[src/rtl/core/lcr_pkg.sv]
// Shared types, widths, register indexes and the sequencer microcode for the line rasterizer.
package lcr_pkg;

  // Field widths
  localparam int unsigned CoordW   = 16;
  localparam int unsigned SpanW    = CoordW + 1;    // coordinate differences
  localparam int unsigned DenW     = CoordW;        // column span, 1..65535
  localparam int unsigned AccW     = 2 * SpanW;     // row numerator
  localparam int unsigned NumW     = AccW - 1;      // numerator magnitude
  localparam int unsigned QW       = SpanW + 1;     // floor quotient
  localparam int unsigned ColW     = 6;
  localparam int unsigned WidthW   = 7;
  localparam int unsigned HeightW  = 13;
  localparam int unsigned CfgIdxW  = 2;
  localparam int unsigned CfgDataW = 13;
  localparam int unsigned DivCntW  = $clog2(NumW + 1);
  localparam int unsigned StepW    = 4;

  // Register indexes
  localparam logic [CfgIdxW-1:0] CfgWidth  = 2'd0;
  localparam logic [CfgIdxW-1:0] CfgHeight = 2'd1;

  localparam logic [WidthW-1:0]  WidthReset  = 7'd64;
  localparam logic [HeightW-1:0] HeightReset = 13'd64;

  typedef struct packed {
    logic signed [CoordW-1:0] start_x;
    logic signed [CoordW-1:0] start_y;
    logic signed [CoordW-1:0] end_x;
    logic signed [CoordW-1:0] end_y;
  } lcr_in_t;

  typedef struct packed {
    logic [ColW-1:0]          column;
    logic signed [CoordW-1:0] row;
    logic                     row_visible;
    logic                     column_valid;
    logic                     last;
  } lcr_out_t;

  typedef struct packed {
    logic            start;
    logic [NumW-1:0] dividend;
    logic [DenW-1:0] divisor;
  } lcr_div_req_t;

  typedef struct packed {
    logic            busy;
    logic [NumW-1:0] quotient;
    logic [DenW-1:0] remainder;
  } lcr_div_rsp_t;

  // Datapath operations
  typedef enum logic [3:0] {
    OpNop,
    OpSetup,
    OpMulA,
    OpMulB,
    OpAdd,
    OpDivN,
    OpDivD,
    OpFloorN,
    OpFloorD,
    OpEmit,
    OpStep,
    OpEmpty
  } lcr_op_e;

  // Sequencing conditions
  typedef enum logic [2:0] {
    CondNext,
    CondJump,
    CondInWait,
    CondDivWait,
    CondEmpty,
    CondOutLast,
    CondOutFree
  } lcr_cond_e;

  typedef struct packed {
    lcr_op_e          op;
    lcr_cond_e        cond;
    logic [StepW-1:0] target;
  } lcr_uword_t;

  // Microprogram addresses
  localparam logic [StepW-1:0] StepIdle   = 4'd0;
  localparam logic [StepW-1:0] StepSetup  = 4'd1;
  localparam logic [StepW-1:0] StepMulA   = 4'd2;
  localparam logic [StepW-1:0] StepMulB   = 4'd3;
  localparam logic [StepW-1:0] StepAdd    = 4'd4;
  localparam logic [StepW-1:0] StepDivN   = 4'd5;
  localparam logic [StepW-1:0] StepWaitN  = 4'd6;
  localparam logic [StepW-1:0] StepFloorN = 4'd7;
  localparam logic [StepW-1:0] StepDivD   = 4'd8;
  localparam logic [StepW-1:0] StepWaitD  = 4'd9;
  localparam logic [StepW-1:0] StepFloorD = 4'd10;
  localparam logic [StepW-1:0] StepEmit   = 4'd11;
  localparam logic [StepW-1:0] StepStep   = 4'd12;
  localparam logic [StepW-1:0] StepEmpty  = 4'd13;

  function automatic lcr_uword_t lcr_ucode(input logic [StepW-1:0] step);
    lcr_uword_t w;
    case (step)
      StepIdle:   w = '{op: OpNop,    cond: CondInWait,  target: StepIdle};
      StepSetup:  w = '{op: OpSetup,  cond: CondEmpty,   target: StepEmpty};
      StepMulA:   w = '{op: OpMulA,   cond: CondNext,    target: StepIdle};
      StepMulB:   w = '{op: OpMulB,   cond: CondNext,    target: StepIdle};
      StepAdd:    w = '{op: OpAdd,    cond: CondNext,    target: StepIdle};
      StepDivN:   w = '{op: OpDivN,   cond: CondNext,    target: StepIdle};
      StepWaitN:  w = '{op: OpNop,    cond: CondDivWait, target: StepIdle};
      StepFloorN: w = '{op: OpFloorN, cond: CondNext,    target: StepIdle};
      StepDivD:   w = '{op: OpDivD,   cond: CondNext,    target: StepIdle};
      StepWaitD:  w = '{op: OpNop,    cond: CondDivWait, target: StepIdle};
      StepFloorD: w = '{op: OpFloorD, cond: CondNext,    target: StepIdle};
      StepEmit:   w = '{op: OpEmit,   cond: CondOutLast, target: StepIdle};
      StepStep:   w = '{op: OpStep,   cond: CondJump,    target: StepEmit};
      StepEmpty:  w = '{op: OpEmpty,  cond: CondOutFree, target: StepIdle};
      default:    w = '{op: OpNop,    cond: CondJump,    target: StepIdle};
    endcase
    return w;
  endfunction

endpackage

[src/rtl/core/lcr_div.sv]
// Restoring unsigned divider, one quotient bit per cycle.
module lcr_div import lcr_pkg::*; (
  input  logic         clk_i,
  input  logic         rst_ni,
  input  lcr_div_req_t req_i,
  output lcr_div_rsp_t rsp_o
);

  logic [DivCntW-1:0] cnt_q;
  logic [NumW-1:0]    quo_q;
  logic [DenW-1:0]    rem_q;
  logic [DenW-1:0]    den_q;

  logic [DenW:0]   shifted;
  logic [DenW:0]   diff;
  logic            fits;
  logic [DenW-1:0] rem_next;

  always_comb begin
    shifted  = {rem_q, quo_q[NumW-1]};
    diff     = shifted - {1'b0, den_q};
    fits     = shifted >= {1'b0, den_q};
    rem_next = fits ? diff[DenW-1:0] : shifted[DenW-1:0];
  end

  always_ff @(posedge clk_i or negedge rst_ni) begin
    if (!rst_ni) begin
      cnt_q <= '0;
    end else if (req_i.start) begin
      cnt_q <= DivCntW'(NumW);
    end else if (cnt_q != '0) begin
      cnt_q <= cnt_q - 1'b1;
    end
  end

  always_ff @(posedge clk_i) begin
    if (req_i.start) begin
      quo_q <= req_i.dividend;
      rem_q <= '0;
      den_q <= req_i.divisor;
    end else if (cnt_q != '0) begin
      quo_q <= {quo_q[NumW-2:0], fits};
      rem_q <= rem_next;
    end
  end

  assign rsp_o.busy      = cnt_q != '0;
  assign rsp_o.quotient  = quo_q;
  assign rsp_o.remainder = rem_q;

endmodule

[src/rtl/core/line_column_rasterizer_top.sv]
// Line column rasterizer: top level with microcoded sequencer and datapath.
//
// Use:
//   in_valid_i/in_stall_o/in_item_i carry one line request (two endpoints).
//   out_valid_o/out_stall_i/out_item_o carry one item per column of the line
//   that falls inside the image width, left to right, with the rounded row,
//   a visibility flag and a last marker. A request with no such column gives
//   a single empty item (column_valid 0, last 1).
//   cfg_valid_i/cfg_ready_o/cfg_index_i/cfg_data_i write image_width (0) and
//   image_height (1); write only while the block is idle. cfg_ready_o is
//   always high; other indexes are dropped.
// Sequence:
//   A request runs through a 14-step microprogram: setup steps (setup,
//   multiply A, multiply B, add), two 33-bit divisions on the shared
//   restoring divider (numerator of the first column, then the slope), each
//   with a wait step and a floor step, then two steps per column (emit,
//   step), the last column ending at its emit. An empty request goes from
//   setup straight to the empty step. Most of a request's time is divider waits.
// Reset: sequencer returns to idle, output empties, width and height are 64.
// Stall: the output register holds its item; the sequencer waits at the emit
//   or empty step. The next request is accepted once the last item sits in
//   the output register, even if it has not been taken yet.
module line_column_rasterizer_top import lcr_pkg::*; #(
  parameter int unsigned MaxWidth = 64
) (
  input  logic                clk_i,
  input  logic                rst_ni,
  input  logic                in_valid_i,
  output logic                in_stall_o,
  input  lcr_in_t             in_item_i,
  output logic                out_valid_o,
  input  logic                out_stall_i,
  output lcr_out_t            out_item_o,
  input  logic                cfg_valid_i,
  output logic                cfg_ready_o,
  input  logic [CfgIdxW-1:0]  cfg_index_i,
  input  logic [CfgDataW-1:0] cfg_data_i
);

  // ---------------- control state ----------------
  logic [StepW-1:0]   step_q, step_d;
  logic               out_valid_q;
  logic [WidthW-1:0]  width_q;
  logic [HeightW-1:0] height_q;

  // ---------------- datapath registers ----------------
  lcr_in_t                  in_q;
  logic [DenW-1:0]          den_q;   // column span, 1 for a vertical line
  logic signed [SpanW-1:0]  dy_q;
  logic signed [AccW-1:0]   acc_q;   // row numerator at the first column
  logic signed [AccW-1:0]   mul_q;
  logic                     neg_q;   // sign of the value being divided
  logic signed [QW-1:0]     q_q;     // floor(row numerator / span)
  logic [DenW-1:0]          r_q;     // its remainder
  logic signed [QW-1:0]     qd_q;    // floor(dy / span)
  logic [DenW-1:0]          rd_q;
  logic [ColW-1:0]          cur_q;
  logic [ColW-1:0]          hi_q;
  lcr_out_t                 out_q;

  lcr_uword_t   uw;
  lcr_div_req_t div_req;
  lcr_div_rsp_t div_rsp;

  logic in_fire, out_free, is_last;

  assign uw         = lcr_ucode(step_q);
  assign in_stall_o = uw.cond != CondInWait;
  assign in_fire    = in_valid_i && !in_stall_o;
  assign out_free   = !out_valid_q || !out_stall_i;
  assign is_last    = cur_q == hi_q;

  // ---------------- setup arithmetic ----------------
  logic signed [SpanW-1:0] span;
  logic signed [SpanW-1:0] dy;
  logic [CoordW-1:0]       lo;
  logic [WidthW-1:0]       w_eff;
  logic signed [SpanW-1:0] wm1;
  logic signed [SpanW-1:0] hi;
  logic                    empty;

  always_comb begin
    span  = SpanW'(in_q.end_x) - SpanW'(in_q.start_x);
    dy    = SpanW'(in_q.end_y) - SpanW'(in_q.start_y);
    lo    = in_q.start_x[CoordW-1] ? '0 : in_q.start_x;
    w_eff = (width_q > WidthW'(MaxWidth)) ? WidthW'(MaxWidth) : width_q;
    wm1   = $signed({{(SpanW-WidthW){1'b0}}, w_eff}) - SpanW'(1);
    hi    = (SpanW'(in_q.end_x) < wm1) ? SpanW'(in_q.end_x) : wm1;
    empty = $signed({1'b0, lo}) > hi;
  end

  // ---------------- shared multiplier ----------------
  logic signed [SpanW-1:0] mul_a, mul_b;
  logic signed [AccW-1:0]  prod;
  logic signed [SpanW-1:0] offset;

  always_comb begin
    offset = $signed({{(SpanW-ColW){1'b0}}, cur_q}) - SpanW'(in_q.start_x);
    if (uw.op == OpMulA) begin
      mul_a = SpanW'(in_q.start_y);
      mul_b = $signed({1'b0, den_q});
    end else begin
      mul_a = dy_q;
      mul_b = offset;
    end
    prod = AccW'(mul_a) * AccW'(mul_b);
  end

  // ---------------- divider request and floor conversion ----------------
  logic [AccW-1:0]  acc_mag;
  logic [SpanW-1:0] dy_mag;
  logic [QW-1:0]    mq;
  logic signed [QW-1:0] fq;
  logic [DenW-1:0]  fr;

  always_comb begin
    acc_mag = acc_q[AccW-1] ? AccW'(-acc_q) : AccW'(acc_q);
    dy_mag  = dy_q[SpanW-1] ? SpanW'(-dy_q) : SpanW'(dy_q);

    div_req.start    = uw.op == OpDivN || uw.op == OpDivD;
    div_req.dividend = (uw.op == OpDivN) ? acc_mag[NumW-1:0]
                                         : {{(NumW-SpanW){1'b0}}, dy_mag};
    div_req.divisor  = den_q;

    // turn magnitude division into floor division
    mq = div_rsp.quotient[QW-1:0];
    if (neg_q && div_rsp.remainder != '0) begin
      fq = $signed(~mq);
      fr = den_q - div_rsp.remainder;
    end else if (neg_q) begin
      fq = $signed(-mq);
      fr = '0;
    end else begin
      fq = $signed(mq);
      fr = div_rsp.remainder;
    end
  end

  lcr_div u_div (
    .clk_i  (clk_i),
    .rst_ni (rst_ni),
    .req_i  (div_req),
    .rsp_o  (div_rsp)
  );

  // ---------------- rounding, stepping ----------------
  logic [DenW:0]        r2;
  logic                 round_up;
  logic signed [QW-1:0] row;
  logic                 visible;
  logic [DenW:0]        rsum;
  logic                 wrap;
  logic [DenW:0]        rwrap;

  always_comb begin
    // half away from zero: negative values round up only past the half
    r2       = {r_q, 1'b0};
    round_up = q_q[QW-1] ? (r2 > {1'b0, den_q}) : (r2 >= {1'b0, den_q});
    row      = q_q + QW'(round_up);
    visible  = !row[QW-1] && (row < $signed({{(QW-HeightW){1'b0}}, height_q}));

    rsum  = {1'b0, r_q} + {1'b0, rd_q};
    wrap  = rsum >= {1'b0, den_q};
    rwrap = rsum - {1'b0, den_q};
  end

  // ---------------- sequencer ----------------
  always_comb begin
    case (uw.cond)
      CondNext:    step_d = step_q + 1'b1;
      CondJump:    step_d = uw.target;
      CondInWait:  step_d = in_fire ? step_q + 1'b1 : step_q;
      CondDivWait: step_d = div_rsp.busy ? step_q : step_q + 1'b1;
      CondEmpty:   step_d = empty ? uw.target : step_q + 1'b1;
      CondOutLast: step_d = !out_free ? step_q : (is_last ? uw.target : step_q + 1'b1);
      CondOutFree: step_d = out_free ? uw.target : step_q;
      default:     step_d = StepIdle;
    endcase
  end

  logic out_load;
  assign out_load = out_free && (uw.op == OpEmit || uw.op == OpEmpty);

  always_ff @(posedge clk_i or negedge rst_ni) begin
    if (!rst_ni) begin
      step_q      <= StepIdle;
      out_valid_q <= 1'b0;
      width_q     <= WidthReset;
      height_q    <= HeightReset;
    end else begin
      step_q <= step_d;
      if (out_load) begin
        out_valid_q <= 1'b1;
      end else if (!out_stall_i) begin
        out_valid_q <= 1'b0;
      end
      if (cfg_valid_i && cfg_ready_o) begin
        case (cfg_index_i)
          CfgWidth:  width_q  <= cfg_data_i[WidthW-1:0];
          CfgHeight: height_q <= cfg_data_i[HeightW-1:0];
          default:   ;
        endcase
      end
    end
  end

  // ---------------- datapath ----------------
  always_ff @(posedge clk_i) begin
    if (in_fire) begin
      in_q <= in_item_i;
    end
    case (uw.op)
      OpSetup: begin
        den_q <= (span == '0) ? DenW'(1) : span[DenW-1:0];
        dy_q  <= dy;
        cur_q <= lo[ColW-1:0];
        hi_q  <= hi[ColW-1:0];
      end
      OpMulA: mul_q <= prod;
      OpMulB: begin
        acc_q <= mul_q;
        mul_q <= prod;
      end
      OpAdd:  acc_q <= acc_q + mul_q;
      OpDivN: neg_q <= acc_q[AccW-1];
      OpDivD: neg_q <= dy_q[SpanW-1];
      OpFloorN: begin
        q_q <= fq;
        r_q <= fr;
      end
      OpFloorD: begin
        qd_q <= fq;
        rd_q <= fr;
      end
      OpEmit: begin
        if (out_free) begin
          out_q.column       <= cur_q;
          out_q.row          <= row[CoordW-1:0];
          out_q.row_visible  <= visible;
          out_q.column_valid <= 1'b1;
          out_q.last         <= is_last;
        end
      end
      OpStep: begin
        cur_q <= cur_q + 1'b1;
        r_q   <= wrap ? rwrap[DenW-1:0] : rsum[DenW-1:0];
        q_q   <= q_q + qd_q + QW'(wrap);
      end
      OpEmpty: begin
        if (out_free) begin
          out_q <= '{column: '0, row: '0, row_visible: 1'b0, column_valid: 1'b0,
                     last: 1'b1};
        end
      end
      default: ;
    endcase
  end

  assign out_valid_o = out_valid_q;
  assign out_item_o  = out_q;
  assign cfg_ready_o = 1'b1;

  // ---------------- assertions ----------------
  a_rem_below_span: assert property (@(posedge clk_i) disable iff (!rst_ni)
    (step_q == StepEmit) |-> (r_q < den_q))
    else $error("row remainder not below column span");

  a_col_in_range: assert property (@(posedge clk_i) disable iff (!rst_ni)
    (step_q == StepEmit || step_q == StepStep) |-> (cur_q <= hi_q))
    else $error("column ran past last column");

  a_div_idle_start: assert property (@(posedge clk_i) disable iff (!rst_ni)
    div_req.start |-> !div_rsp.busy)
    else $error("divider restarted while busy");

  a_floor_after_div: assert property (@(posedge clk_i) disable iff (!rst_ni)
    (step_q == StepFloorN || step_q == StepFloorD) |-> !div_rsp.busy)
    else $error("quotient read before division finished");

  a_load_when_free: assert property (@(posedge clk_i) disable iff (!rst_ni)
    (out_valid_q && out_stall_i) |=> (out_valid_q && $stable(out_q)))
    else $error("stalled output item overwritten");

endmodule
[config.mk]
export PLATFORM = sky130hd
export DESIGN_NAME = line_column_rasterizer_top
export DESIGN_NICKNAME = d
export VERILOG_FILES = /design/src/rtl/core/lcr_pkg.sv /design/src/rtl/core/lcr_div.sv /design/src/rtl/core/line_column_rasterizer_top.sv
export SDC_FILE = /design/constraint.sdc
export NUM_CORES = 2
export LEC_CHECK = 0
export CAP_MARGIN = 25
export CORE_MARGIN = 1
export CORE_UTILIZATION = 30
export DETAILED_ROUTE_END_ITERATION = 16
export DONT_BUFFER_PORTS = 1
export GPL_ROUTABILITY_DRIVEN = 0
export PLACE_DENSITY_LB_ADDON = 0.08
export SYNTH_ARGS = -nofsm -noshare
export SYNTH_HDL_FRONTEND = slang
export SYNTH_SLANG_ARGS = --single-unit
[constraint.sdc]
create_clock -name clk_i -period 9.6 [get_ports clk_i]
set_input_delay 1.44 -clock clk_i [delete_from_list [all_inputs] [get_ports clk_i]]
set_output_delay 1.44 -clock clk_i [all_outputs]
set_load 0.02 [all_outputs]
==> results_tabular.tex <==
\begin{tabular}{lr}
\hline
Metric & Value \\
\hline
\multicolumn{2}{l}{\textbf{STA}} \\
\quad Number of max-slew violations in the final report & 0 \\
\quad FMAX & 111 MHz \\
\quad Crit path time final & 9.01 ns \\
\quad Slew HR & 31.8\% \\
\quad Transition time at the pin with the least slew margin & 1.02 ns \\
\quad Final number of hold-violating endpoints & 0 \\
\quad Final setup margin & 0.589 ns \\
\quad Final total negative setup slack & 0 ns \\
\quad Final setup viols & 0 \\
\quad Final cycle utilization of the critical path & 93.9\% \\
\quad RSZ-0062 raised after global routing & no \\
\quad Setup Skew & 0.0275 ns \\
\multicolumn{2}{l}{\textbf{Yosys}} \\
\quad Cell area after synthesis & 35600 µm² \\
\quad Number of distinct library cells after synthesis & 84 \\
\quad Mux contribution to synthesized area & 1.70\% \\
\quad Number of instances in the synthesized netlist & 3731 \\
\quad Complex-gate fraction of the synthesized area & 13.8\% \\
\quad Main synth FF type & edfxtp\_1 \\
\quad Count of synthesis-stage warnings from yosys & 0 \\
\quad Simple-gate share of the synthesized area & 13.8\% \\
\quad Top cells by area in the synthesized netlist & edfxtp\_1, fa\_1, ha\_1, inv\_1, xnor2\_1 \\
\quad Most area-hungry cell type in the Yosys netlist & edfxtp\_1 \\
\quad Largest family of logic cells by synthesized area & adder cells \\
\quad Fraction of the mapped netlist area in adder cells & 28.0\% \\
\quad Synth Area in XOR/XNOR & 6.15\% \\
\quad Count leader, synth & inv\_1 \\
\quad Sequential share of the synthesized area & 30.1\% \\
\quad Nets in the synthesized netlist & 4428 \\
\quad Count of state elements after synthesis & 367 \\
\quad Mean instance size in the synthesized netlist & 9.54 µm² \\
\quad Area share of the largest cell type after synthesis & 27.0\% \\
\quad List of most frequent post-synthesis cells & inv\_1, nand2\_1, edfxtp\_1 \\
\quad Fraction of registers with async set or reset after synthesis & 8.45\% \\
\quad Count of flip-flops with a built-in enable after synthesis & 320 \\
\multicolumn{2}{l}{\textbf{Worst setup path}} \\
\quad Crit end category & flip-flop \\
\quad Most common cell on crit path & fa\_1 \\
\quad Data arrival time of the worst path & 9.39 ns \\
\quad Max incr delay on CP & 0.57 ns \\
\quad Critical-path top delay cell & fa\_1 \\
\quad Crit-path max FO & 17 \\
\quad Startpoint class of the critical path & flip-flop \\
\quad Critical path data required time & 9.98 ns \\
\quad Crit path kind & flip-flop to flip-flop \\
\multicolumn{2}{l}{\textbf{Die}} \\
\quad Count of pins on the block boundary & 112 \\
\quad Die boundary width & 346 µm \\
\quad Core outline area & 118000 µm² \\
\quad Initial Util & 30.2\% \\
\quad Std-Cell Rows & 126 \\
\quad Floorplan die area & 120000 µm² \\
\quad Vertical die dimension & 346 µm \\
\multicolumn{2}{l}{\textbf{Route}} \\
\quad DR vias/cell & 4.95 \\
\quad Number of antenna-violating nets in the routed design & 0 \\
\quad Post-detailed-route DRC marker count & 0 \\
\quad Total Routed Length & 111000 µm \\
\quad Post-detailed-route wirelength per cell & 20.7 µm \\
\quad DR iter-0 viols & 1496 \\
\quad Drt pass-1 iters & 5 \\
\quad Total via count after detailed routing & 26500 \\
\multicolumn{2}{l}{\textbf{Finish}} \\
\quad Net count reported at finish & 4464 \\
\quad Post-route cell area & 39500 µm² \\
\quad Signed area change from the synthesized netlist to the final layout & 11.0\% \\
\quad Fraction of final layout cells with drive strength greater than 1 & 6.20\% \\
\quad Utilization after layout & 33.6\% \\
\multicolumn{2}{l}{\textbf{CTS}} \\
\quad Root Buffer Master & clkbuf\_16 \\
\quad Clock slew seen by the registers of the worst setup and hold paths & 0.06 ns \\
\quad Number of buffers inserted during clock tree synthesis & 49 \\
\quad Clock tree from TritonCTS & yes \\
\quad Clock Path Buffers & 3 \\
\quad Number of buffers inserted for hold repair after clock tree synthesis & 0 \\
\quad Clock latency on the worst-skew pair & 0.64 ns \\
\quad Number of levels in the clock H-tree & 2 \\
\quad Sinks on the clock net & 367 \\
\multicolumn{2}{l}{\textbf{Place}} \\
\quad Number of port buffers & 0 \\
\quad Placement Cell Area & 37900 µm² \\
\quad Dpl hpwl & 90300 µm \\
\quad Setup slack at placement & 0.474 ns \\
\multicolumn{2}{l}{\textbf{Run status}} \\
\quad Outcome & completed \\
\multicolumn{2}{l}{\textbf{Job}} \\
\quad Count of maximum capacitance violations & 0 \\
\multicolumn{2}{l}{\textbf{Global route}} \\
\quad Via count of the first global-routing pass & 27600 \\
\quad Aggregate global-route resource usage & 18.7\% \\
\quad Wire length of the first global-routing pass & 171000 µm \\
\quad Grt total ovfl & 0 \\
\quad Pin count of the biggest net entering global routing & 65 \\
\quad Number of antenna violations at the first check in global routing & 10 \\
\multicolumn{2}{l}{\textbf{Worst hold path}} \\
\quad Worst Hold Class & input port to asynchronous set/reset pin \\
\hline
\end{tabular}
==> cells by family after synthesis <==
kind of cell	after synthesis
mux	57
xor+xnor	250
compound gates	767
flops	367
other cells	1
fa+ha+maj	613
buf+inv	601
simple gates	1075
==> final cells by class <==
class / instances / area [µm²]
Inverter: 498 / 1870
Sequential cell: 367 / 10700
Tap cell: 1536 / 1920
Timing Repair Buffer: 88 / 683
Multi-Input combinational cell: 2763 / 22700
Fill cell: 12200 / 78200
Clock buffer: 60 / 1280
Clock inverter: 29 / 333
Antenna cell: 4 / 10.0
==> critical path, delay by kind of cell, from the launching register on <==
kind	cells	cell delay [ns]
AOI/OAI and AO/OA	10	2.21
xor gates and xnor gates	2	0.25
adders and majority gates	9	4.10
buffers and inverters	5	0.46
DFF	1	0.45
and+or+nand+nor	6	1.25
==> metal layers <==
metal,track usage (%),vias up,share of wire [%]
li1,-,12900,-
met1,25.0,13000,46
met2,31.0,444,46
met3,2.88,142,4.7
met4,5.32,2,2.9
met5,0,-,0.0099
==> final timing paths <==
path,start,to,slack (ns),cells after the start
setup / recovery,cur_q[0],mul_q[33],0.59,32
hold / removal,rst_ni,step_q[0],0.49,0
setup reg to reg,cur_q[0],mul_q[33],0.59,32
hold reg to reg,height_q[12],height_q[12],0.50,1
max in group asynchronous,rst_ni,height_q[6],8.93,0
min in group clk_i,height_q[12],height_q[12],0.50,1
==> cells in the final DEF, fill, tap and decap left out, types with 55 or more instances in the layout <==
cell type | netlist | layout
a21o_1 | 55 | 55
a21oi_1 | 206 | 204
buf_4 | 1 | 85
edfxtp_1 | 320 | 320
fa_1 | 306 | 306
ha_1 | 307 | 307
inv_1 | 496 | 496
nand2_1 | 371 | 370
nand3_1 | 65 | 64
nor2_1 | 318 | 314
nor3_1 | 60 | 59
o21ai_0 | 175 | 174
xnor2_1 | 165 | 165
xor2_1 | 85 | 85
==> timing repair <==
| item | CTS | global route |
|---|---|---|
| buffers inserted | 0 | 0 |
| endpoints found under the setup margin | 0 | 1 |
| resized for setup | 0 | 2 |
==> per-stage QoR <==
step	instances	hold WS, ns
finish	5345	0.487
global placement	5249	0.492
global route	5342	0.439
CTS	5341	0.428
detailed placement	5252	0.493
floorplan	3731	0.424
==> flip-flops by register name, indices dropped and copies added (netlist names) <==
| register | cells |
|---|---|
| u_div.rem_q | 16 |
| u_div.cnt_q | 6 |
| rd_q | 16 |
| neg_q | 1 |
| width_q | 7 |
| step_q | 4 |
| u_div.quo_q | 33 |
| in_q | 64 |
| height_q | 13 |
| den_q | 16 |
| u_div.den_q | 16 |
| cur_q | 6 |
| out_item_o | 25 |
| acc_q | 34 |
| qd_q | 18 |
| mul_q | 34 |
| q_q | 18 |
| hi_q | 6 |
| r_q | 16 |
| dy_q | 17 |
| out_valid_o | 1 |
Power is not shown: default switching activity piles up to over one toggle a cycle in this logic, so the estimate is an artifact.
